### config.mk
export PLATFORM = sky130hd
export DESIGN_NAME = efc_div
export DESIGN_NICKNAME = d
export VERILOG_FILES = /design/src/design/euler_fly_camera_update_macros.svh /design/src/design/efc_pkg.sv /design/src/design/efc_div.sv
export SDC_FILE = /design/constraint.sdc
export NUM_CORES = 1
export LEC_CHECK = 0
export BUFFER_PORTS_ARGS = -buffer_cell sky130_fd_sc_hd__buf_2
export CAP_MARGIN = 20
export CELL_PAD_IN_SITES_DETAIL_PLACEMENT = 1
export CELL_PAD_IN_SITES_GLOBAL_PLACEMENT = 1
export CORE_AREA = 2 2 123 155
export CTS_BUF_LIST = sky130_fd_sc_hd__clkbuf_2 sky130_fd_sc_hd__clkbuf_4 sky130_fd_sc_hd__clkbuf_8
export DETAILED_ROUTE_END_ITERATION = 8
export DIE_AREA = 0 0 125 157
export PLACE_DENSITY = 0.77
export SYNTH_ARGS = -nofsm -noshare
export SYNTH_HDL_FRONTEND = slang
export SYNTH_SLANG_ARGS = --single-unit
### constraint.sdc
create_clock -name clk -period 3.7 [get_ports clk]
set_input_delay 0 -clock clk [delete_from_list [all_inputs] [get_ports clk]]
set_output_delay 0 -clock clk [all_outputs]
set_load 0.03 [all_outputs]
### src/design/euler_fly_camera_update_macros.svh
// ----------------------------------------------------------------------------
// euler_fly_camera_update_macros.svh
// Assertion shorthands shared by the camera update RTL.
// ----------------------------------------------------------------------------
`ifndef EULER_FLY_CAMERA_UPDATE_MACROS_SVH
`define EULER_FLY_CAMERA_UPDATE_MACROS_SVH

// same-cycle implication, masked in reset
`define EFC_ASSERT_SAME(lbl, ck, rn, ante, cons, msg) \
  lbl: assert property (@(posedge ck) disable iff (!rn) (ante) |-> (cons)) \
    else $error(msg);

// next-cycle implication, masked in reset
`define EFC_ASSERT_NEXT(lbl, ck, rn, ante, cons, msg) \
  lbl: assert property (@(posedge ck) disable iff (!rn) (ante) |=> (cons)) \
    else $error(msg);

`endif

### src/design/efc_pkg.sv
// ----------------------------------------------------------------------------
// efc_pkg
// Codes, fixed-point constants and small helpers for the fly camera update.
// ----------------------------------------------------------------------------
package efc_pkg;

  // event kinds
  localparam logic [1:0] EV_MOVE = 2'd0;
  localparam logic [1:0] EV_LOOK = 2'd1;
  localparam logic [1:0] EV_ZOOM = 2'd2;

  // move directions
  localparam logic [2:0] DIR_FWD   = 3'd0;
  localparam logic [2:0] DIR_BACK  = 3'd1;
  localparam logic [2:0] DIR_LEFT  = 3'd2;
  localparam logic [2:0] DIR_RIGHT = 3'd3;
  localparam logic [2:0] DIR_UP    = 3'd4;
  localparam logic [2:0] DIR_DOWN  = 3'd5;

  // configuration register indexes
  localparam logic CFG_SPEED = 1'b0;
  localparam logic CFG_SENS  = 1'b1;

  // angles, Q8.7 degrees, held at 18 bits for sums
  localparam logic signed [17:0] ANG_HALF  = 18'sd23040;
  localparam logic signed [17:0] ANG_FULL  = 18'sd46080;
  localparam logic signed [17:0] PITCH_LIM = 18'sd11392;
  localparam logic signed [15:0] YAW_RESET = -16'sd11520;

  localparam logic [12:0] FOV_MIN = 13'd128;
  localparam logic [12:0] FOV_MAX = 13'd5760;

  localparam logic [15:0] ONE_Q14 = 16'd16384;

  // rotation unit, angles in 2^-20 degree
  localparam logic signed [31:0] CORDIC_GAIN = 32'sd652032874;
  localparam logic signed [31:0] DEG90_FINE  = 32'sd94371840;
  localparam logic signed [31:0] DEG180_FINE = 32'sd188743680;

  localparam int ATAN_N = 24;
  localparam logic signed [31:0] ATAN_FINE [ATAN_N] = '{
    32'sd47185920, 32'sd27855475, 32'sd14718068, 32'sd7471121,
    32'sd3750059,  32'sd1876857,  32'sd938658,   32'sd469357,
    32'sd234682,   32'sd117342,   32'sd58671,    32'sd29335,
    32'sd14668,    32'sd7334,     32'sd3667,     32'sd1833,
    32'sd917,      32'sd458,      32'sd229,      32'sd115,
    32'sd57,       32'sd29,       32'sd14,       32'sd7
  };

  // datapath widths
  localparam int SUM_W  = 64;
  localparam int ROOT_W = 32;
  localparam int NUM_W  = 47;
  localparam int QUO_W  = 16;

  // divide by 2^n (n >= 1), round to nearest, ties away from zero
  function automatic logic signed [65:0] rnd_shift(input logic signed [65:0] v,
                                                   input logic [4:0] n);
    logic [65:0] m;
    logic [65:0] r;
    m = v[65] ? 66'(-v) : 66'(v);
    r = (m + (66'd1 << (n - 5'd1))) >> n;
    return v[65] ? -$signed(r) : $signed(r);
  endfunction

  // fold an angle sum back into [-180, 180) degrees
  function automatic logic signed [15:0] wrap_ang(input logic signed [17:0] a);
    logic signed [17:0] w;
    if (a >= ANG_HALF) begin
      w = a - ANG_FULL;
    end else if (a < -ANG_HALF) begin
      w = a + ANG_FULL;
    end else begin
      w = a;
    end
    return $signed(w[15:0]);
  endfunction

endpackage

### src/design/efc_div.sv
// ----------------------------------------------------------------------------
// efc_div
// Restoring divider, 16-bit quotient, one quotient bit per cycle.
// ----------------------------------------------------------------------------
module efc_div (
  input  logic                        clk,
  input  logic                        rst_n,
  input  logic                        start,
  input  logic [efc_pkg::NUM_W-1:0]   num,
  input  logic [efc_pkg::ROOT_W-1:0]  den,
  output logic                        done,
  output logic [efc_pkg::QUO_W-1:0]   quo
);

  localparam int RW = efc_pkg::NUM_W + 1;

  logic                      busy_r;
  logic                      done_r;
  logic [3:0]                cnt_r;
  logic [RW-1:0]             rem_r;
  logic [RW-1:0]             dsh_r;
  logic [efc_pkg::QUO_W-1:0] q_r;

  always_ff @(posedge clk) begin
    if (!rst_n) begin
      busy_r <= 1'b0;
      done_r <= 1'b0;
    end else begin
      done_r <= 1'b0;
      if (start) begin
        busy_r <= 1'b1;
        cnt_r  <= '0;
        rem_r  <= RW'(num);
        dsh_r  <= RW'(den) << (efc_pkg::QUO_W - 1);
        q_r    <= '0;
      end else if (busy_r) begin
        if (rem_r >= dsh_r) begin
          rem_r <= rem_r - dsh_r;
          q_r   <= {q_r[efc_pkg::QUO_W-2:0], 1'b1};
        end else begin
          q_r   <= {q_r[efc_pkg::QUO_W-2:0], 1'b0};
        end
        dsh_r <= dsh_r >> 1;
        cnt_r <= cnt_r + 4'd1;
        if (cnt_r == 4'd15) begin
          busy_r <= 1'b0;
          done_r <= 1'b1;
        end
      end
    end
  end

  assign done = done_r;
  assign quo  = q_r;

endmodule

==> flow_summary.ini <==
[setup_path]
path_cells = ha_1, nor2b_4, o31a_1, o31ai_1, a31oi_1, nor3_2, a21oi_1, o21ai_1, nand3_1, o21a_2, buf_12
worst_setup_path_start_kind = register
cp_top_family = compound AO/OA/AOI/OAI gates
critPathBufInv = 1
r2r_cells = 11
crit_slowest_cell = edfxtp_1
arrival_ns = 3.43
reg2reg_to = rem_r[31]$_DFFE_PP_
r2r_start = rem_r[2]$_DFFE_PP_
crit_type = register to register
regToRegSetupSlack_ns = 0.47
crit_path_end_kind = register
worstPathRequired_ns = 3.90
slowest_delay_ns = 0.41
worstPathMaxFanout = 34

[placement]
numPortBuffers = 98
hpwl_um = 14400
finalWeightedCongestion = 0.832
place_ws_ns = 0.464

[power_and_ir_drop]
p_sw_mw = 1.36
p_leak_nw = 3.85
power_density_nw_per_um2 = 434
power_frac_comb_pct = 29.1
p_sw_share_pct = 33.6
power_mw = 4.06
seqPwrFrac_pct = 40.4
power_frac_clock_pct = 30.4
irDropWorstVdd_mv = 0.203
p_int_mw = 2.69

[clocking]
cts_setup_buffers = 0
cts_made_buffers = 17
h-tree-depth = 4
clkLatencyLatePin_ns = 0.46
cts_sinks = 117
clock-root-buffer = clkbuf_8
clkSlewWorstSetupHoldPaths_ns = 0.08
clock_path_buffers = 2
cts_tree = done

[floorplanning]
rows = 55
io_pins = 99
dieArea_um2 = 19600
initial_core_util_pct = 41.5
die_y_um = 157
die-width_um = 125
core_um2 = 18000

[final_layout]
antenna_cells = 0
drive_gt1_share_pct = 15.9
fin_nets = 1087
multiInputGateArea_um2 = 3590
fillers = 2068
syn2layout_area_growth_pct = 24.9
layout_common_cells = nand2_1 (120), edfxtp_1 (115), buf_2 (97)
layout_commonest_cell = nand2_1
layout.area.seq_um2 = 3490

[global_routing]
overflow = 0
grt_pass1_vias = 6828
grt_pass1_wl_um = 34300
antenna_found_initial = 0
grt_max_degree = 85
groute.usage.overall_pct = 21.8

[outcome]
outcome = finished clean

[min_path]
whs_endpoint = cnt_r[3]$_SDFFCE_PP0P_
hold_class = primary input to register
min-delay-start = start
min_delay_path_depth = 2

[synth]
async_reset_ff_share_pct = 0
ys_seq_area_share_pct = 46.7
synth_nets = 923
synth.avg_cell_area_um2 = 9.44
synth_area_um2 = 7480
synth_edf_count = 115
syn_inst = 792
ys_warn_count = 0
synth_ff_type = edfxtp_1
yosys_register_bits = 117
yosysUniqueCellTypes = 61

[sta]
worst_pin_slew_ns = 0.754
hold_viol_final = 0
fin_crit_sh_pct = 87.2
rsz0062_at_grt = false
finalMaxSlewViolations = 0
period_minus_slack_ns = 3.23
max_freq_mhz = 310
worst_clock_skew_ns = 0.0129
fin_ws_ns = 0.472
timing.slew.headroom_pct = 48.4
finalSetupViolCount = 0
tns_ns = 0

[drt]
vias = 6362
firstDrtPassIters = 4
avgRoutedWirePerCell_um = 17.3
vias_per_cell = 5.31
drt_first_iter_violations = 328
wirelength_um = 20700
drc_errors = 0
ant_nets = 0

[run]
cap_violations = 0
## through the flow
stage	util (%)	instances	area, um2	hold WS (ns)
finish	51.8	1197	9340	0.0852
global route	51.8	1197	9340	0.0819
CTS	51.8	1197	9340	0.0706
detailed placement	45.2	1086	8140	0.265
global placement	45.2	1086	8140	0.258
floorplan	-	792	7480	0.153
## cells in the mapped netlist (4+ instances only)
cell / count / area share (%)
nand3_1: 16 / 1.1
o31ai_1: 5 / 0.50
edfxtp_1: 115 / 46
clkbuf_1: 22 / 1.1
nor2_1: 50 / 2.5
a21o_1: 15 / 1.5
a21oi_1: 59 / 3.9
xnor2_1: 25 / 2.9
o21a_1: 7 / 0.70
nand4_1: 13 / 1.1
inv_1: 60 / 3.0
o21ai_0: 56 / 3.7
buf_1: 7 / 0.35
nor2b_1: 19 / 1.6
o21bai_1: 15 / 1.5
nand2_1: 120 / 6.0
a211oi_1: 6 / 0.60
and3_1: 4 / 0.33
ha_1: 48 / 8.0
nand2b_1: 4 / 0.33
and4_1: 4 / 0.47
xor2_1: 19 / 2.2
buf_2: 6 / 0.40
o21ai_1: 42 / 2.8
nor3_1: 6 / 0.40
## cell type report
cell class / count / area share [%]
well taps: 228 / 3.06
repair buffers: 183 / 14.4
clock buffers: 17 / 2.51
inverters: 60 / 2.41
flip-flops and latches: 117 / 37.4
multi-input cells: 577 / 38.4
clock inverters: 15 / 1.82
## layer usage
metal	wire length [um]	track usage, %	share of wire, %	vias to the layer above
li1	-	-	-	3148
met1	9130	26.6	44	3036
met2	10500	38.8	51	135
met3	517	3.60	2.5	43
met4	555	8.25	2.7	0
met5	0	0	0	-
## registers in the layout, indices dropped and copies added, names as in the netlist
| name | count |
|---|---|
| rem_r | 48 |
| dsh_r | 47 |
| quo | 16 |
| cnt_r | 4 |
| busy_r | 1 |
| done | 1 |
## timing repair
| action | 4_1_cts | 5_1_grt |
|---|---|---|
| gates resized for setup | 0 | 0 |
| endpoints found under the hold margin | 79 | 0 |
| hold buffers | 79 | 0 |
## worst max-delay path by stage
stage	startpoint	end	cells after the start
3_5_place_dp	rem_r[0]$_DFFE_PP_	rem_r[38]$_DFFE_PP_	13
2_1_floorplan	busy_r$_SDFF_PN0_	rem_r[0]$_DFFE_PP_	2
6_report	rem_r[2]$_DFFE_PP_	rem_r[31]$_DFFE_PP_	11
5_1_grt	rem_r[2]$_DFFE_PP_	rem_r[22]$_DFFE_PP_	11
4_1_cts	rem_r[2]$_DFFE_PP_	rem_r[4]$_DFFE_PP_	11
3_3_place_gp	rem_r[0]$_DFFE_PP_	rem_r[40]$_DFFE_PP_	13
## power by group through the flow
stage,Combinational [mW],Sequential (mW),Clock (mW)
2_1_floorplan,0.791,1.68,0
3_5_place_dp,1.10,1.67,0
6_report,1.18,1.64,1.24
4_1_cts,1.18,1.64,1.25
3_3_place_gp,1.07,1.66,0
5_1_grt,1.32,1.65,1.30
## worst reg2reg max path, cell delays in order (launching register included)
cell and delay [ns]:
edfxtp_1 0.41, ha_1 0.40, nor2b_4 0.16, o31a_1 0.28, o31ai_1 0.34, a31oi_1 0.18
nor3_2 0.35, a21oi_1 0.13, o21ai_1 0.18, nand3_1 0.10, o21a_2 0.23, buf_12 0.18
## logic make-up (layout without fill, tap and decap cells)
family | count (synthesis) | in the layout | share of synthesized area (%)
xor gates and xnor gates | 44 | 44 | 5.15
AOI/OAI and AO/OA | 232 | 232 | 19.0
muxes | 1 | 1 | 0.151
adders and majority gates | 49 | 49 | 8.30
and+or+nand+nor | 251 | 251 | 15.4
DFF | 117 | 117 | 46.7
buffers and inverters | 98 | 275 | 5.32
Note: power is estimated with default switching activity, not from simulation.
