**config.mk**
```make
export PLATFORM = sky130hd
export DESIGN_NAME = efc_cordic
export DESIGN_NICKNAME = d
export VERILOG_FILES = /design/src/design/euler_fly_camera_update_macros.svh /design/src/design/efc_pkg.sv /design/src/design/efc_cordic.sv
export SDC_FILE = /design/constraint.sdc
export NUM_CORES = 1
export LEC_CHECK = 0
export ABC_AREA = 1
export BUFFER_PORTS_ARGS = -buffer_cell sky130_fd_sc_hd__buf_2
export CAP_MARGIN = 20
export CORE_ASPECT_RATIO = 1.4
export CORE_MARGIN = 5
export CORE_UTILIZATION = 40
export CTS_BUF_LIST = sky130_fd_sc_hd__clkbuf_4 sky130_fd_sc_hd__clkbuf_8
export DETAILED_ROUTE_END_ITERATION = 8
export PLACE_DENSITY = 0.64
export SETUP_SLACK_MARGIN = 0.4
export SLEW_MARGIN = 0
export SYNTH_ARGS = -nofsm -noshare
export SYNTH_HDL_FRONTEND = slang
export SYNTH_SLANG_ARGS = --single-unit
```
**constraint.sdc**
```tcl
create_clock -name clk -period 4.6 [get_ports clk]
set_input_delay 0.69 -clock clk [delete_from_list [all_inputs] [get_ports clk]]
set_output_delay 0.69 -clock clk [all_outputs]
set_load 0.02 [all_outputs]
```
**src/design/euler_fly_camera_update_macros.svh**
```systemverilog
// ----------------------------------------------------------------------------
// euler_fly_camera_update_macros.svh
// Assertion shorthands shared by the camera update RTL.
// ----------------------------------------------------------------------------
`ifndef EULER_FLY_CAMERA_UPDATE_MACROS_SVH
`define EULER_FLY_CAMERA_UPDATE_MACROS_SVH

// same-cycle implication, masked in reset
`define EFC_ASSERT_SAME(lbl, ck, rn, ante, cons, msg) \
  lbl: assert property (@(posedge ck) disable iff (!rn) (ante) |-> (cons)) \
    else $error(msg);

// next-cycle implication, masked in reset
`define EFC_ASSERT_NEXT(lbl, ck, rn, ante, cons, msg) \
  lbl: assert property (@(posedge ck) disable iff (!rn) (ante) |=> (cons)) \
    else $error(msg);

`endif

```
**src/design/efc_pkg.sv**
```systemverilog
// ----------------------------------------------------------------------------
// efc_pkg
// Codes, fixed-point constants and small helpers for the fly camera update.
// ----------------------------------------------------------------------------
package efc_pkg;

  // event kinds
  localparam logic [1:0] EV_MOVE = 2'd0;
  localparam logic [1:0] EV_LOOK = 2'd1;
  localparam logic [1:0] EV_ZOOM = 2'd2;

  // move directions
  localparam logic [2:0] DIR_FWD   = 3'd0;
  localparam logic [2:0] DIR_BACK  = 3'd1;
  localparam logic [2:0] DIR_LEFT  = 3'd2;
  localparam logic [2:0] DIR_RIGHT = 3'd3;
  localparam logic [2:0] DIR_UP    = 3'd4;
  localparam logic [2:0] DIR_DOWN  = 3'd5;

  // configuration register indexes
  localparam logic CFG_SPEED = 1'b0;
  localparam logic CFG_SENS  = 1'b1;

  // angles, Q8.7 degrees, held at 18 bits for sums
  localparam logic signed [17:0] ANG_HALF  = 18'sd23040;
  localparam logic signed [17:0] ANG_FULL  = 18'sd46080;
  localparam logic signed [17:0] PITCH_LIM = 18'sd11392;
  localparam logic signed [15:0] YAW_RESET = -16'sd11520;

  localparam logic [12:0] FOV_MIN = 13'd128;
  localparam logic [12:0] FOV_MAX = 13'd5760;

  localparam logic [15:0] ONE_Q14 = 16'd16384;

  // rotation unit, angles in 2^-20 degree
  localparam logic signed [31:0] CORDIC_GAIN = 32'sd652032874;
  localparam logic signed [31:0] DEG90_FINE  = 32'sd94371840;
  localparam logic signed [31:0] DEG180_FINE = 32'sd188743680;

  localparam int ATAN_N = 24;
  localparam logic signed [31:0] ATAN_FINE [ATAN_N] = '{
    32'sd47185920, 32'sd27855475, 32'sd14718068, 32'sd7471121,
    32'sd3750059,  32'sd1876857,  32'sd938658,   32'sd469357,
    32'sd234682,   32'sd117342,   32'sd58671,    32'sd29335,
    32'sd14668,    32'sd7334,     32'sd3667,     32'sd1833,
    32'sd917,      32'sd458,      32'sd229,      32'sd115,
    32'sd57,       32'sd29,       32'sd14,       32'sd7
  };

  // datapath widths
  localparam int SUM_W  = 64;
  localparam int ROOT_W = 32;
  localparam int NUM_W  = 47;
  localparam int QUO_W  = 16;

  // divide by 2^n (n >= 1), round to nearest, ties away from zero
  function automatic logic signed [65:0] rnd_shift(input logic signed [65:0] v,
                                                   input logic [4:0] n);
    logic [65:0] m;
    logic [65:0] r;
    m = v[65] ? 66'(-v) : 66'(v);
    r = (m + (66'd1 << (n - 5'd1))) >> n;
    return v[65] ? -$signed(r) : $signed(r);
  endfunction

  // fold an angle sum back into [-180, 180) degrees
  function automatic logic signed [15:0] wrap_ang(input logic signed [17:0] a);
    logic signed [17:0] w;
    if (a >= ANG_HALF) begin
      w = a - ANG_FULL;
    end else if (a < -ANG_HALF) begin
      w = a + ANG_FULL;
    end else begin
      w = a;
    end
    return $signed(w[15:0]);
  endfunction

endpackage

```
**src/design/efc_cordic.sv**
```systemverilog
// ----------------------------------------------------------------------------
// efc_cordic
// Iterative rotation-mode sine/cosine, one micro-rotation per cycle.
// ----------------------------------------------------------------------------
module efc_cordic #(
  parameter int TRIG_ITERATIONS = 16
) (
  input  logic               clk,
  input  logic               rst_n,
  input  logic               start,
  input  logic signed [15:0] angle,
  output logic               done,
  output logic signed [31:0] sin_o,
  output logic signed [31:0] cos_o
);

  localparam logic [4:0] LAST = 5'(TRIG_ITERATIONS - 1);

  logic               busy_r;
  logic               done_r;
  logic               flip_r;
  logic [4:0]         cnt_r;
  logic signed [31:0] x_r;
  logic signed [31:0] y_r;
  logic signed [31:0] z_r;

  logic signed [31:0] z0;
  logic signed [31:0] dx;
  logic signed [31:0] dy;

  assign z0 = 32'(angle) <<< 13;
  assign dx = y_r >>> cnt_r;
  assign dy = x_r >>> cnt_r;

  always_ff @(posedge clk) begin
    if (!rst_n) begin
      busy_r <= 1'b0;
      done_r <= 1'b0;
    end else begin
      done_r <= 1'b0;
      if (start) begin
        busy_r <= 1'b1;
        cnt_r  <= '0;
        x_r    <= efc_pkg::CORDIC_GAIN;
        y_r    <= '0;
        // fold into the right half plane, negate at the end
        if (z0 > efc_pkg::DEG90_FINE) begin
          z_r    <= z0 - efc_pkg::DEG180_FINE;
          flip_r <= 1'b1;
        end else if (z0 < -efc_pkg::DEG90_FINE) begin
          z_r    <= z0 + efc_pkg::DEG180_FINE;
          flip_r <= 1'b1;
        end else begin
          z_r    <= z0;
          flip_r <= 1'b0;
        end
      end else if (busy_r) begin
        if (!z_r[31]) begin
          x_r <= x_r - dx;
          y_r <= y_r + dy;
          z_r <= z_r - efc_pkg::ATAN_FINE[cnt_r];
        end else begin
          x_r <= x_r + dx;
          y_r <= y_r - dy;
          z_r <= z_r + efc_pkg::ATAN_FINE[cnt_r];
        end
        cnt_r <= cnt_r + 5'd1;
        if (cnt_r == LAST) begin
          busy_r <= 1'b0;
          done_r <= 1'b1;
        end
      end
    end
  end

  assign done  = done_r;
  assign sin_o = flip_r ? -y_r : y_r;
  assign cos_o = flip_r ? -x_r : x_r;

endmodule

```
==> flow_summary_export.csv <==
group,metric,value,unit
global_routing,grt.met2_usage,52.68,%
yosys,cells_after_synthesis,2781,
yosys,post_synth_xor_area_fraction,7.034,%
cts,clock_insertion_delay_worst_skew,450,ps
route,drt_wl_total,71.49,mm
critical_path,timing_worst_setup_path_type,"flop to flop",
cts,sink_count_of_the_clock_tree,104,
route,post-route-drc-count,0,
global_routing,antenna_found_initial,1,
route,final_antenna_net_count,0,
cts,cts_max_path_buffers,2,
route,vias_after_detailed_routing,20750,
yosys,synth-seq-area-share,18.32,%
sta,maxSlewHeadroom,41.87,%
route,detailedRoute.firstPassIterationCount,6,
sta,layout_worst_path_cycle_share,97.30,%
route,initialDrtViolationCount,1475,
yosys,syn_avg_cell_area,6.090,µm²
floorplanning,start_util,40.34,%
yosys,syn_nets,2919,
yosys,synth_warnings,0,
global_routing,via_count_of_the_first_global_routing_pass,20100,
global_routing,grt_max_degree,50,
global_routing,overflow,0,
power_and_ir_drop,powerDensity,563.5,mW/mm²
critical_path,cpMostUsedCell,"nand2_2",
yosys,mappedNetlistArea,0.01693,mm²
cts,worst_setup_hold_path_clk_slew,130,ps
floorplanning,design.core.area,0.04198,mm²
sta,setup-violations-final,0,
critical_path,worstPathMaxFanout,5,
yosys,synth.ff_latch_count,104,
place,gp_congestion,0.9877,
job,maximum_capacitance_violations,0,
floorplanning,pin_count,84,
global_routing,grt_use_met3,2.334,%
yosys,synth-async-reset-ratio,0,%
yosys,yosys.area_share.adder,8.925,%
sta,clock.fmax,0.2234,GHz
layout,sequential_cell_area,0.003103,mm²
yosys,synth_edf_count,102,
floorplanning,die_width,183.9,µm
yosys,synth_simple_gate_area_share,39.64,%
global_routing,globalRouteTotalUtil,28.76,%
sta,slew_viol_final,0,
power_and_ir_drop,finalPower,13.16,mW
yosys,combinational_family_with_the_most_area_after_synthesis,"simple AND/OR/NAND/NOR gates",
layout,nets,3288,
power_and_ir_drop,ir_drop,0.3621,mV
global_routing,global_route.peak_usage_layer,"met2",
yosys,ys_dominant_reg_cell,"edfxtp_1",
place,place.detailed.hpwl,54.36,mm
yosys,synth_mux_area_share,0,%
layout,area.growth.synth_to_final,37.91,%
place,port-buffer-count,83,
sta,setup_total_negative_slack,0,ps
sta,report.final.hold_viol_count,0,
sta,fin_skew,19.41,ps
floorplanning,die_h,253.5,µm
yosys,synth-compound-area-share,16.02,%
critical_path,crit_path_max_incr_delay,470,ps
cts,ctsRootBufferMaster,"clkbuf_8",
yosys,synthDistinctLibCells,61,
critical_path,worst-endpoint-arrival,4660,ps
sta,worst-slew-pin-transition,870.7,ps
layout,fraction_of_layout_cells_with_a_size_suffix_above_1,31.66,%
route,wire_length_per_cell,19.31,µm
status,outcome,"finished clean",
sta,finalWorstPathRequiredPeriod,4476,ps
global_routing,met1_usage,34.07,%
global_routing,grt_first_pass_wirelength,107.1,mm
cts,tritoncts,"built",
layout,multiInputGateArea,0.01456,mm²
route,avgViaCountPerCell,5.604,
power_and_ir_drop,total_leakage_power,11.05,nW
cts,numCtsBuffers,9,
floorplanning,floorplan.die_area,0.04661,mm²
critical_path,end_kind,"flop",
sta,grt_setup_unrepaired,"yes",
worst_hold_path,hold_path.class,"input pin to flop",
critical_path,worst_ep_required_time,4790,ps
floorplanning,std_cell_rows,89,
critical_path,startpoint_type,"flop",
cts,h-tree-depth,3,
layout,n_fill_cell,4084,
critical_path,critPathSlowestCell,"edfxtp_1",
==> cell usage in the layout (no fill, tap or decap), types with 38 or more instances in the layout <==
cell type	instances
a21oi_1	151
a21oi_2	48
buf_2	83
buf_4	335
edfxtp_1	102
ha_1	74
inv_1	250
inv_2	39
nand2_1	687
nand2_2	92
nand3_1	270
nand3_2	72
nor2_1	190
nor2_2	39
o21ai_0	102
o21ai_1	38
xor2_1	88
==> layer usage <==
metal / share of wire (%) / up-vias
met4: 5.2 / 0
met5: 0 / -
met2: 51 / 727
li1: - / 10030
met3: 4.4 / 204
met1: 39 / 9789
==> path summary, 6_finish.rpt <==
check	slack, ps	startpoint	to	cells past startpoint
max	120	cnt_r[0]$_SDFFCE_PP0P_	z_r[29]$_DFFE_PP_	29
min	520	angle[0]	z_r[13]$_DFFE_PP_	3
max reg2reg	120	cnt_r[0]$_SDFFCE_PP0P_	z_r[29]$_DFFE_PP_	29
min reg2reg	540	busy_r$_SDFF_PN0_	done$_SDFF_PP0_	2
==> Yosys cell counts, types with 6 or more instances <==
master / n / area, µm²
a31oi_1: 20 / 125.1
clkbuf_1: 33 / 123.9
o22ai_1: 8 / 50.05
o21ai_0: 159 / 795.8
nor4_1: 16 / 100.1
nand3_1: 344 / 1722
nand3_2: 9 / 90.09
edfxtp_1: 102 / 3063
inv_2: 22 / 82.58
a21o_1: 9 / 67.56
buf_6: 12 / 135.1
nor2_4: 6 / 67.56
o211ai_1: 6 / 45.04
or2_2: 19 / 118.9
buf_1: 9 / 33.78
nand2_2: 15 / 93.84
o31ai_1: 10 / 75.07
ha_1: 116 / 1451
nand3b_1: 8 / 60.06
xor2_1: 100 / 875.8
xnor2_1: 36 / 315.3
nand2_1: 795 / 2984
o21a_1: 27 / 202.7
nor3_1: 32 / 160.2
buf_2: 41 / 205.2
nor2_1: 229 / 859.6
o21bai_1: 9 / 67.56
inv_1: 271 / 1017
nand4_1: 26 / 162.7
a21oi_1: 205 / 1026
nor2_2: 22 / 137.6
==> sequential cells by signal, indices dropped and copies added, names as in the netlist <==
signal and count:
x_r 32, cnt_r 5, busy_r 1, y_r 32, done 1, z_r 32
flip_r 1
==> cell type report <==
class	instances	area share, %
timing repair buffer	460	15.63
clock inverter	6	0.3214
multi-input combinational	2278	62.33
inverter	296	4.891
tap	546	2.925
clock buffer	10	0.5625
sequential	104	13.29
timing repair inverter	1	0.03750
antenna	1	0.01071
==> kinds of logic (layout without fill, tap and decap cells) <==
family / Yosys count / in the layout
adder cells (fa/ha/maj): 119 / 119
flip-flops: 104 / 104
other: 0 / 1
AND/OR/NAND/NOR: 1538 / 1538
buffers and inverters: 399 / 773
XOR/XNOR: 136 / 136
AO/OA/AOI/OAI: 485 / 485
==> where the power goes <==
| group | leakage, nW | switching, mW | internal (mW) | total [mW] |
|---|---|---|---|---|
| Combinational | 9.94 | 6.28 | 4.41 | 10.7 |
| Clock | 0.108 | 0.435 | 0.268 | 0.704 |
| Sequential | 1.01 | 0.346 | 1.43 | 1.77 |
| Total | 11.1 | 7.06 | 6.10 | 13.2 |
==> through the flow <==
stage | area, µm² | hold slack, ps | worst slack, ps | cells | utilization [%]
floorplan | 16940 | 444.0 | 410.0 | 2781 | -
global placement | 19840 | 513.7 | -59.86 | 3604 | 47.26
detailed placement | 19840 | 528.1 | -61.30 | 3604 | 47.26
CTS | 21550 | 493.9 | 251.9 | 3657 | 51.33
global route | 23350 | 515.9 | -144.4 | 3702 | 55.63
finish | 23350 | 519.2 | 124.0 | 3702 | 55.63
==> critical path, delay by kind of cell, from the launching register on <==
family                   cells  cell delay, ps
XOR/XNOR                     2             330
buffers and inverters        6             620
AO/OA/AOI/OAI                6             790
adder cells (fa/ha/maj)      3             650
AND/OR/NAND/NOR             12            1340
flip-flops                   1             470
==> repair_timing <==
action,4_1_cts,5_1_grt
setup buffers,32,40
hold buffers,0,0
endpoints found under the setup margin,64,75
resized for setup,275,339
gates cloned,5,4
pin swaps,72,146
endpoints found under the hold margin,0,0
(Power assumes the default switching activity.)
