--- config.mk ---
export PLATFORM = sky130hd
export DESIGN_NAME = efc_isqrt
export DESIGN_NICKNAME = d
export VERILOG_FILES = /design/src/design/euler_fly_camera_update_macros.svh /design/src/design/efc_pkg.sv /design/src/design/efc_isqrt.sv
export SDC_FILE = /design/constraint.sdc
export NUM_CORES = 1
export LEC_CHECK = 0
export CORE_MARGIN = 8
export CORE_UTILIZATION = 45
export DETAILED_ROUTE_END_ITERATION = 8
export DONT_BUFFER_PORTS = 1
export SYNTH_ARGS = -nofsm -noshare
export SYNTH_HDL_FRONTEND = slang
export SYNTH_SLANG_ARGS = --single-unit
--- constraint.sdc ---
create_clock -name clk -period 13.7 [get_ports clk]
set_input_delay 2.74 -clock clk [delete_from_list [all_inputs] [get_ports clk]]
set_output_delay 2.74 -clock clk [all_outputs]
set_load 0.02 [all_outputs]
--- src/design/euler_fly_camera_update_macros.svh ---
// ----------------------------------------------------------------------------
// euler_fly_camera_update_macros.svh
// Assertion shorthands shared by the camera update RTL.
// ----------------------------------------------------------------------------
`ifndef EULER_FLY_CAMERA_UPDATE_MACROS_SVH
`define EULER_FLY_CAMERA_UPDATE_MACROS_SVH

// same-cycle implication, masked in reset
`define EFC_ASSERT_SAME(lbl, ck, rn, ante, cons, msg) \
  lbl: assert property (@(posedge ck) disable iff (!rn) (ante) |-> (cons)) \
    else $error(msg);

// next-cycle implication, masked in reset
`define EFC_ASSERT_NEXT(lbl, ck, rn, ante, cons, msg) \
  lbl: assert property (@(posedge ck) disable iff (!rn) (ante) |=> (cons)) \
    else $error(msg);

`endif

--- src/design/efc_pkg.sv ---
// ----------------------------------------------------------------------------
// efc_pkg
// Codes, fixed-point constants and small helpers for the fly camera update.
// ----------------------------------------------------------------------------
package efc_pkg;

  // event kinds
  localparam logic [1:0] EV_MOVE = 2'd0;
  localparam logic [1:0] EV_LOOK = 2'd1;
  localparam logic [1:0] EV_ZOOM = 2'd2;

  // move directions
  localparam logic [2:0] DIR_FWD   = 3'd0;
  localparam logic [2:0] DIR_BACK  = 3'd1;
  localparam logic [2:0] DIR_LEFT  = 3'd2;
  localparam logic [2:0] DIR_RIGHT = 3'd3;
  localparam logic [2:0] DIR_UP    = 3'd4;
  localparam logic [2:0] DIR_DOWN  = 3'd5;

  // configuration register indexes
  localparam logic CFG_SPEED = 1'b0;
  localparam logic CFG_SENS  = 1'b1;

  // angles, Q8.7 degrees, held at 18 bits for sums
  localparam logic signed [17:0] ANG_HALF  = 18'sd23040;
  localparam logic signed [17:0] ANG_FULL  = 18'sd46080;
  localparam logic signed [17:0] PITCH_LIM = 18'sd11392;
  localparam logic signed [15:0] YAW_RESET = -16'sd11520;

  localparam logic [12:0] FOV_MIN = 13'd128;
  localparam logic [12:0] FOV_MAX = 13'd5760;

  localparam logic [15:0] ONE_Q14 = 16'd16384;

  // rotation unit, angles in 2^-20 degree
  localparam logic signed [31:0] CORDIC_GAIN = 32'sd652032874;
  localparam logic signed [31:0] DEG90_FINE  = 32'sd94371840;
  localparam logic signed [31:0] DEG180_FINE = 32'sd188743680;

  localparam int ATAN_N = 24;
  localparam logic signed [31:0] ATAN_FINE [ATAN_N] = '{
    32'sd47185920, 32'sd27855475, 32'sd14718068, 32'sd7471121,
    32'sd3750059,  32'sd1876857,  32'sd938658,   32'sd469357,
    32'sd234682,   32'sd117342,   32'sd58671,    32'sd29335,
    32'sd14668,    32'sd7334,     32'sd3667,     32'sd1833,
    32'sd917,      32'sd458,      32'sd229,      32'sd115,
    32'sd57,       32'sd29,       32'sd14,       32'sd7
  };

  // datapath widths
  localparam int SUM_W  = 64;
  localparam int ROOT_W = 32;
  localparam int NUM_W  = 47;
  localparam int QUO_W  = 16;

  // divide by 2^n (n >= 1), round to nearest, ties away from zero
  function automatic logic signed [65:0] rnd_shift(input logic signed [65:0] v,
                                                   input logic [4:0] n);
    logic [65:0] m;
    logic [65:0] r;
    m = v[65] ? 66'(-v) : 66'(v);
    r = (m + (66'd1 << (n - 5'd1))) >> n;
    return v[65] ? -$signed(r) : $signed(r);
  endfunction

  // fold an angle sum back into [-180, 180) degrees
  function automatic logic signed [15:0] wrap_ang(input logic signed [17:0] a);
    logic signed [17:0] w;
    if (a >= ANG_HALF) begin
      w = a - ANG_FULL;
    end else if (a < -ANG_HALF) begin
      w = a + ANG_FULL;
    end else begin
      w = a;
    end
    return $signed(w[15:0]);
  endfunction

endpackage

--- src/design/efc_isqrt.sv ---
// ----------------------------------------------------------------------------
// efc_isqrt
// Floor integer square root of a 64-bit value, one result bit per cycle.
// ----------------------------------------------------------------------------
module efc_isqrt (
  input  logic                        clk,
  input  logic                        rst_n,
  input  logic                        start,
  input  logic [efc_pkg::SUM_W-1:0]   value,
  output logic                        done,
  output logic [efc_pkg::ROOT_W-1:0]  root
);

  logic                      busy_r;
  logic                      done_r;
  logic [4:0]                cnt_r;
  logic [efc_pkg::SUM_W-1:0] v_r;
  logic [efc_pkg::SUM_W-1:0] res_r;
  logic [efc_pkg::SUM_W-1:0] bit_r;
  logic [efc_pkg::SUM_W-1:0] trial;

  assign trial = res_r + bit_r;

  always_ff @(posedge clk) begin
    if (!rst_n) begin
      busy_r <= 1'b0;
      done_r <= 1'b0;
    end else begin
      done_r <= 1'b0;
      if (start) begin
        busy_r <= 1'b1;
        cnt_r  <= '0;
        v_r    <= value;
        res_r  <= '0;
        bit_r  <= efc_pkg::SUM_W'(1) << (efc_pkg::SUM_W - 2);
      end else if (busy_r) begin
        if (v_r >= trial) begin
          v_r   <= v_r - trial;
          res_r <= (res_r >> 1) + bit_r;
        end else begin
          res_r <= res_r >> 1;
        end
        bit_r <= bit_r >> 2;
        cnt_r <= cnt_r + 5'd1;
        if (cnt_r == 5'd31) begin
          busy_r <= 1'b0;
          done_r <= 1'b1;
        end
      end
    end
  end

  assign done = done_r;
  assign root = res_r[efc_pkg::ROOT_W-1:0];

endmodule

==> summary.txt, run 1 <==
Routing
  • DRC marker count from the first detailed-route iteration: 1,317
  • Detail-routed net length per standard cell: 20.2 um
  • Overall via count from detail_route: 14,000
  • Antenna-violating nets left: 0
  • DRC violations left: 0
  • Routed wire length: 46.2 mm
  • 1st-pass router iterations: 6
  • Average vias per placed instance: 6.11

Critical path
  • Start of the worst register-to-register path: res_r[14]
  • Minimum setup slack among reg-to-reg paths: 7170 ps
  • Data required time at the worst endpoint: 13,780 ps
  • Cell count of the worst reg-to-reg path: 20
  • CP endpoint kind: flip-flop
  • Reg-to-reg endpoint: v_r[63]
  • Arrival @ worst endpoint: 6610 ps
  • Slowest stage delay, CP: 670 ps
  • Startpoint types: flip-flop
  • Crit-path max FO: 64
  • Worst path cell trace: ha_1, and2_0, nor3b_1, a221o_1, a21boi_1, o21ai_0, a21oi_1, o21bai_1, xnor2_1, ha_1, a21oi_1, o21bai_1, a31oi_1, o21ai_1, o21ai_0, o21ai_2, buf_4, nand2_1, a21boi_4, buf_4
  • Start point of the critical path: res_r[14]
  • Worst setup path category: reg2reg
  • CP max stage cell: sky130_fd_sc_hd__buf_4

Clocking
  • CTS root buf: sky130_fd_sc_hd__clkbuf_16
  • Cts bufs inserted: 17
  • Buffers inserted during post-CTS setup optimization: 0
  • Clock transition at the register clock pins on the worst setup and hold paths after CTS: 70 ps
  • Clock insertion delay at the later pin of the skew report: 460 ps
  • CTS resizes: 0
  • Clock tree from TritonCTS: done
  • Hold buffer count at CTS: 0
  • Depth of the CTS H-tree: 4
  • CTS Buffer Depth: 2
  • Total clock sinks: 167

Global routing
  • Maximum number of pins on one net before global-route repair: 222
  • Sum of overflow across all layers after global routing: 0
  • Vias in the first global route: 13,100
  • Initial antenna violation count: 0
  • First-pass GRT wire length: 73.1 mm
  • Global-route usage over all layers: 21.8%

STA
  • Number of hold violations in the final report: 0
  • Unrepaired setup endpoints after global routing: no
  • Final setup violation count: 0
  • Final worst setup slack: 7170 ps
  • Achievable frequency: 0.153 GHz
  • Transition time of the tightest slew-check pin: 870 ps
  • Max transition margin: 42.0%
  • Fin. max-slew vios: 0
  • Ratio of final minimum period to clock period: 47.7%
  • Setup tns final: 0 ps
  • Minimum clock period after layout: 6530 ps
  • Clock tree skew after final layout: 14.7 ps

Floorplanning
  • Io pins: 100
  • DIE WIDTH: 205 um
  • Number of rows in the core area: 69
  • Core Box Area: 35,400 um^2
  • Starting density of the core: 45.4%
  • Die outline height: 205 um
  • Area of the die: 42,000 um^2

Yosys
  • Count of yosys warnings during synthesis: 0
  • Synth area leaders: sky130_fd_sc_hd__edfxtp_1 31%, sky130_fd_sc_hd__ha_1 10%, sky130_fd_sc_hd__nand2_1 5.3%, sky130_fd_sc_hd__xor2_1 5.2%, sky130_fd_sc_hd__a21oi_1 4.2%
  • Cell taking the most area after synthesis: sky130_fd_sc_hd__edfxtp_1
  • Cell count after synthesis: 1,892
  • Number of distinct library cell variants in the gate-level netlist after synthesis: 88
  • Synth Net Count: 2,092
  • Most numerous cell in the Yosys netlist: sky130_fd_sc_hd__nand2_1
  • Number of synthesized flops with an enable pin: 165
  • Most instantiated flip-flop cell in the synthesis netlist: sky130_fd_sc_hd__edfxtp_1
  • Mapped Area: 16,100 um^2
  • Average cell area after synthesis: 8.49 um^2
  • Async set or reset register ratio after synthesis: 0%
  • Area share of the largest cell type after synthesis: 30.9%
  • Top post-synthesis cells by count: 225 x sky130_fd_sc_hd__nand2_1, 165 x sky130_fd_sc_hd__edfxtp_1, 150 x sky130_fd_sc_hd__nor2_1
  • Sequential cell area fraction in the yosys report: 31.1%
  • Post-synthesis sequential element count: 167

Placement
  • HPWL after DPL: 35.3 mm
  • Placer Congestion: 0.911
  • Count of input and output buffers: 0
  • Post-place setup slack: 7180 ps

Finish
  • Total of fill cells in the finished design: 3,443
  • Proportion of layout cells with a drive suffix above 1: 4.66%
  • Area added between synthesis and finish: 4.54%
  • Footprint of the multi-input gates: 10,400 um^2
  • Seq. cell area: 4990 um^2
  • Number of nets in the layout: 2,012

Flow run
  • Max-cap viol count: 0

Min path
  • Class of the worst hold path: reg2reg
  • Launch point of the worst hold path: busy_r
  • Worst hold path endpoint: done
  • Hold path cells: 1

Power
  • Pwr Density: 146 nW/um^2
  • Peak VDD IR: 98.1 uV
  • Pleak: 6.22 nW

Outcome
  • Outcome: complete, no violations
[kinds of logic after synthesis]
family | count (synthesis) | share of synthesized area, %
buffers and inverters | 151 | 4.43
flip-flops | 167 | 31.1
adder cells (fa/ha/maj) | 133 | 10.4
multiplexers | 6 | 0.405
XOR/XNOR | 159 | 8.67
AO/OA/AOI/OAI | 595 | 24.4
AND/OR/NAND/NOR | 681 | 20.6
[power breakdown]
part	switching, mW	internal (mW)
clock network	0.229	0.292
registers	0.0903	0.661
logic	0.726	0.446
[final cells by class]
class | instances | area share (%)
multi-input combinational | 1574 | 61.8
sequential | 167 | 29.8
tap | 461 | 3.44
clock buffer | 18 | 2.56
clock inverter | 14 | 1.11
inverter | 45 | 1.01
timing repair buffer | 7 | 0.313
antenna | 1 | 0.0149
[worst max-delay path: cells and delay by family (launching register included)]
family                     cells  cell delay [ps]
AOI/OAI and AO/OA             12             2720
buffers and inverters          2             1000
adders and majority gates      2              890
and+or+nand+nor                3              770
DFF                            1              620
xor gates and xnor gates       1              120
[metrics by stage]
| stage | instances | instance area (um^2) | total power [mW] | hold WS (ps) | util (%) |
|---|---|---|---|---|---|
| finish | 2287 | 16800 | 2.44 | 496 | 47.4 |
| global route | 2286 | 16800 | 2.61 | 531 | 47.4 |
| CTS | 2286 | 16800 | 2.44 | 506 | 47.4 |
| detailed placement | 2254 | 16200 | 1.91 | 493 | 45.7 |
| global placement | 2254 | 16200 | 1.91 | 489 | 45.7 |
| floorplan | 1892 | 16100 | 1.65 | 454 | - |
[cells in the final DEF, fill, tap and decap left out, drive strengths merged, types with 5 or more instances in the layout]
master,n
a21oi,136
buf,7
nand2b,11
or2,6
o311a,5
nand2,226
edfxtp,165
and4,10
o21bai,37
a21o,48
nand4,43
a21boi,14
clkbuf,18
inv,51
or3,12
xor2,96
a221oi,5
xnor2,63
o21a,14
a311oi,6
o22ai,6
o211ai,13
ha,132
nor3,32
and3,25
nor2,150
a211oi,37
o31ai,18
and2,23
nor3b,8
nand3,61
a31o,10
a31oi,60
nor2b,50
nor4,12
o21ai,143
a41oi,5
[sequential cells by signal (all words and copies together), names as in the netlist]
register	count
res_r	64
busy_r	1
v_r	64
bit_r	32
cnt_r	5
done	1
[per-layer routing]
layer	vias up	track usage [%]	part of all wire [%]
li1	6892	-	-
met1	6600	33.0	50
met2	433	32.0	42
met3	41	2.99	6.1
met4	0	5.62	1.6
met5	-	0	0
[how the worst max path moves through the flow]
stage / endpoint / slack [ps]
final: v_r[63] / 7170
after global routing: v_r[63] / 6700
after CTS: v_r[15] / 7160
after detailed placement: v_r[62] / 7180
after global placement: v_r[51] / 7380
after floorplan: v_r[0] / 2650
No activity file was read; power rests on OpenSTA's default activity.
==> inputs of run 2 (changes only) <==
Clock period 13.7 ns to 6.2 ns, I/O delays scaled along.
==> run 2 against run 1 <==
Effect of this change:
- via count increased by 1.9%
- die area did not move
- combinational power is 130% higher
- worst hold slack improved by 3.4 ps
- core utilization increased by 0.84 points
- wire length is 2.8% higher
- clock skew decreased by 1.4 ps
- maximum frequency up 14%
- count of clock-buffer cells in the layout stayed put
- first-iteration DRC count is 3.8% lower
- worst setup slack lost 6700 ps
- register-to-register slack worse by 6700 ps
- critical path type unchanged
- critical endpoint is now v_r[13]
==> summary.txt, run 2 (synthesis results as in run 1) <==
Critical path
  • Start of the worst register-to-register path: res_r[2]
  • Reg-to-reg endpoint: v_r[13]
  • Startpoint types: flip-flop
  • Minimum setup slack among reg-to-reg paths: 470 ps
  • Crit-path max FO: 64
  • Worst setup path category: reg2reg
  • Cell count of the worst reg-to-reg path: 19
  • Data required time at the worst endpoint: 6280 ps
  • Arrival @ worst endpoint: 5810 ps
  • CP endpoint kind: flip-flop

Floorplanning
  • Die outline height: 205 um
  • Io pins: 100
  • Core Box Area: 35,400 um^2
  • Number of rows in the core area: 69
  • DIE WIDTH: 205 um
  • Starting density of the core: 45.4%
  • Area of the die: 42,000 um^2

Routing
  • Average vias per placed instance: 6.16
  • Overall via count from detail_route: 14,200
  • 1st-pass router iterations: 5
  • DRC violations left: 0
  • Antenna-violating nets left: 0
  • Routed wire length: 47.5 mm
  • Detail-routed net length per standard cell: 20.6 um
  • DRC marker count from the first detailed-route iteration: 1,267

STA
  • Max transition margin: 40.5%
  • Final worst setup slack: 469 ps
  • Achievable frequency: 0.174 GHz
  • Transition time of the tightest slew-check pin: 892 ps
  • Final setup violation count: 0
  • Ratio of final minimum period to clock period: 92.4%
  • Worst hold slack: 499 ps
  • Fin. max-slew vios: 0
  • Clock tree skew after final layout: 13.3 ps
  • Unrepaired setup endpoints after global routing: no
  • Number of hold violations in the final report: 0
  • Minimum clock period after layout: 5730 ps

Min path
  • Launch point of the worst hold path: busy_r
  • Class of the worst hold path: reg2reg
  • Worst hold path endpoint: done
  • Hold path cells: 1

Clocking
  • Hold buffer count at CTS: 0
  • CTS root buf: sky130_fd_sc_hd__clkbuf_16
  • Depth of the CTS H-tree: 4
  • Clock tree from TritonCTS: done
  • Buffers inserted during post-CTS setup optimization: 0
  • Cts bufs inserted: 17
  • Total clock sinks: 167
  • CTS Buffer Depth: 2
  • CTS resizes: 0
  • Clock transition at the register clock pins on the worst setup and hold paths after CTS: 70 ps
  • Clock insertion delay at the later pin of the skew report: 460 ps

Global routing
  • Global-route usage over all layers: 22.2%
  • Initial antenna violation count: 1
  • Sum of overflow across all layers after global routing: 0
  • Vias in the first global route: 13,100
  • Maximum number of pins on one net before global-route repair: 222
  • First-pass GRT wire length: 74.1 mm

Power
  • Part of the total power dissipated in combinational logic: 49.5%
  • Pwr Density: 321 nW/um^2
  • Power share of the clock group: 21.2%
  • Proportion of power drawn by flip-flops and latches: 29.3%
  • Cell-internal power: 3.13 mW
  • Peak VDD IR: 209 uV
  • Pleak: 6.35 nW
  • Net switching power: 2.36 mW
  • Switching power share of the total: 43.0%

Finish
  • Footprint of the multi-input gates: 10,500 um^2
  • Finished layout cell area: 17,100 um^2
  • Largest registers: res_r x64, v_r x64, bit_r x32
  • Number of nets in the layout: 2,036
  • Total of fill cells in the finished design: 3,403
  • Proportion of layout cells with a drive suffix above 1: 6.98%
  • Seq. cell area: 4990 um^2
  • Number of diodes added for antenna fixing: 0
  • Leading cell type in the layout, fill and taps excluded: sky130_fd_sc_hd__nand2_1
  • Area added between synthesis and finish: 6.40%
  • Commonest cells after routing, fill and taps aside: 225 x sky130_fd_sc_hd__nand2_1, 165 x sky130_fd_sc_hd__edfxtp_1, 149 x sky130_fd_sc_hd__nor2_1

Placement
  • Post-detailed-placement cell area: 16,500 um^2
  • Post-place setup slack: 420 ps
  • Count of input and output buffers: 0
  • Placer Congestion: 0.934
  • HPWL after DPL: 36.5 mm

Flow run
  • Max-cap viol count: 0

Outcome
  • Outcome: complete, no violations
[run 2: layer usage]
| layer | vias up | track usage, % | share of wire [%] |
|---|---|---|---|
| met3 | 52 | 3.83 | 7.1 |
| met2 | 511 | 31.7 | 41 |
| met1 | 6711 | 33.6 | 50 |
| li1 | 6957 | - | - |
| met5 | - | 0 | 0 |
| met4 | 0 | 6.03 | 1.9 |
[run 2: area by class of cell]
class / count / area share (%)
Tap cell: 461 / 3.38
Sequential cell: 167 / 29.2
Clock inverter: 14 / 1.10
Inverter: 45 / 0.989
Multi-Input combinational cell: 1574 / 61.4
Clock buffer: 18 / 2.51
Timing Repair Buffer: 31 / 1.36
[run 2: power by group through the flow]
stage / Clock (mW) / Combinational, mW / Sequential, mW
2_1_floorplan: 0 / 2.12 / 1.57
3_3_place_gp: 0 / 2.65 / 1.63
3_5_place_dp: 0 / 2.67 / 1.62
4_1_cts: 1.18 / 2.68 / 1.61
5_1_grt: 1.22 / 2.99 / 1.62
6_report: 1.16 / 2.71 / 1.61
[run 2: worst max-delay path by stage]
stage	start	to	slack, ps	depth (start not counted)
floorplan	bit_r[16]	v_r[0]	-2850	22
global placement	res_r[2]	res_r[62]	600	19
detailed placement	res_r[2]	res_r[42]	420	19
CTS	res_r[2]	res_r[42]	380	19
global route	res_r[2]	v_r[13]	70	20
finish	res_r[2]	v_r[13]	470	19
[run 2: per-stage QoR]
step           cells  util (%)  setup TNS [ps]  power, mW
6_report        2310      48.3               0       5.48
5_1_grt         2310      48.3               0       5.83
4_1_cts         2310      48.3               0       5.46
3_5_place_dp    2278      46.5               0       4.30
3_3_place_gp    2278      46.5               0       4.28
2_1_floorplan   1892         -         -182550       3.70
[run 2: worst max-delay path, cell delays in order (launching register included)]
cell and delay, ps:
sky130_fd_sc_hd__edfxtp_1 550, sky130_fd_sc_hd__ha_1 420, sky130_fd_sc_hd__a21oi_1 130, sky130_fd_sc_hd__o31ai_2 420
sky130_fd_sc_hd__a21o_1 200, sky130_fd_sc_hd__nor3b_2 250, sky130_fd_sc_hd__o311a_1 370, sky130_fd_sc_hd__nor2_2 80
sky130_fd_sc_hd__o211a_1 280, sky130_fd_sc_hd__xor2_1 210, sky130_fd_sc_hd__ha_1 470, sky130_fd_sc_hd__nand4_1 250
sky130_fd_sc_hd__nor2_1 220, sky130_fd_sc_hd__nand3_1 110, sky130_fd_sc_hd__o221ai_1 220, sky130_fd_sc_hd__a211oi_2 60
sky130_fd_sc_hd__o21ai_2 90, sky130_fd_sc_hd__nand2_1 140, sky130_fd_sc_hd__a21boi_4 130, sky130_fd_sc_hd__buf_4 690
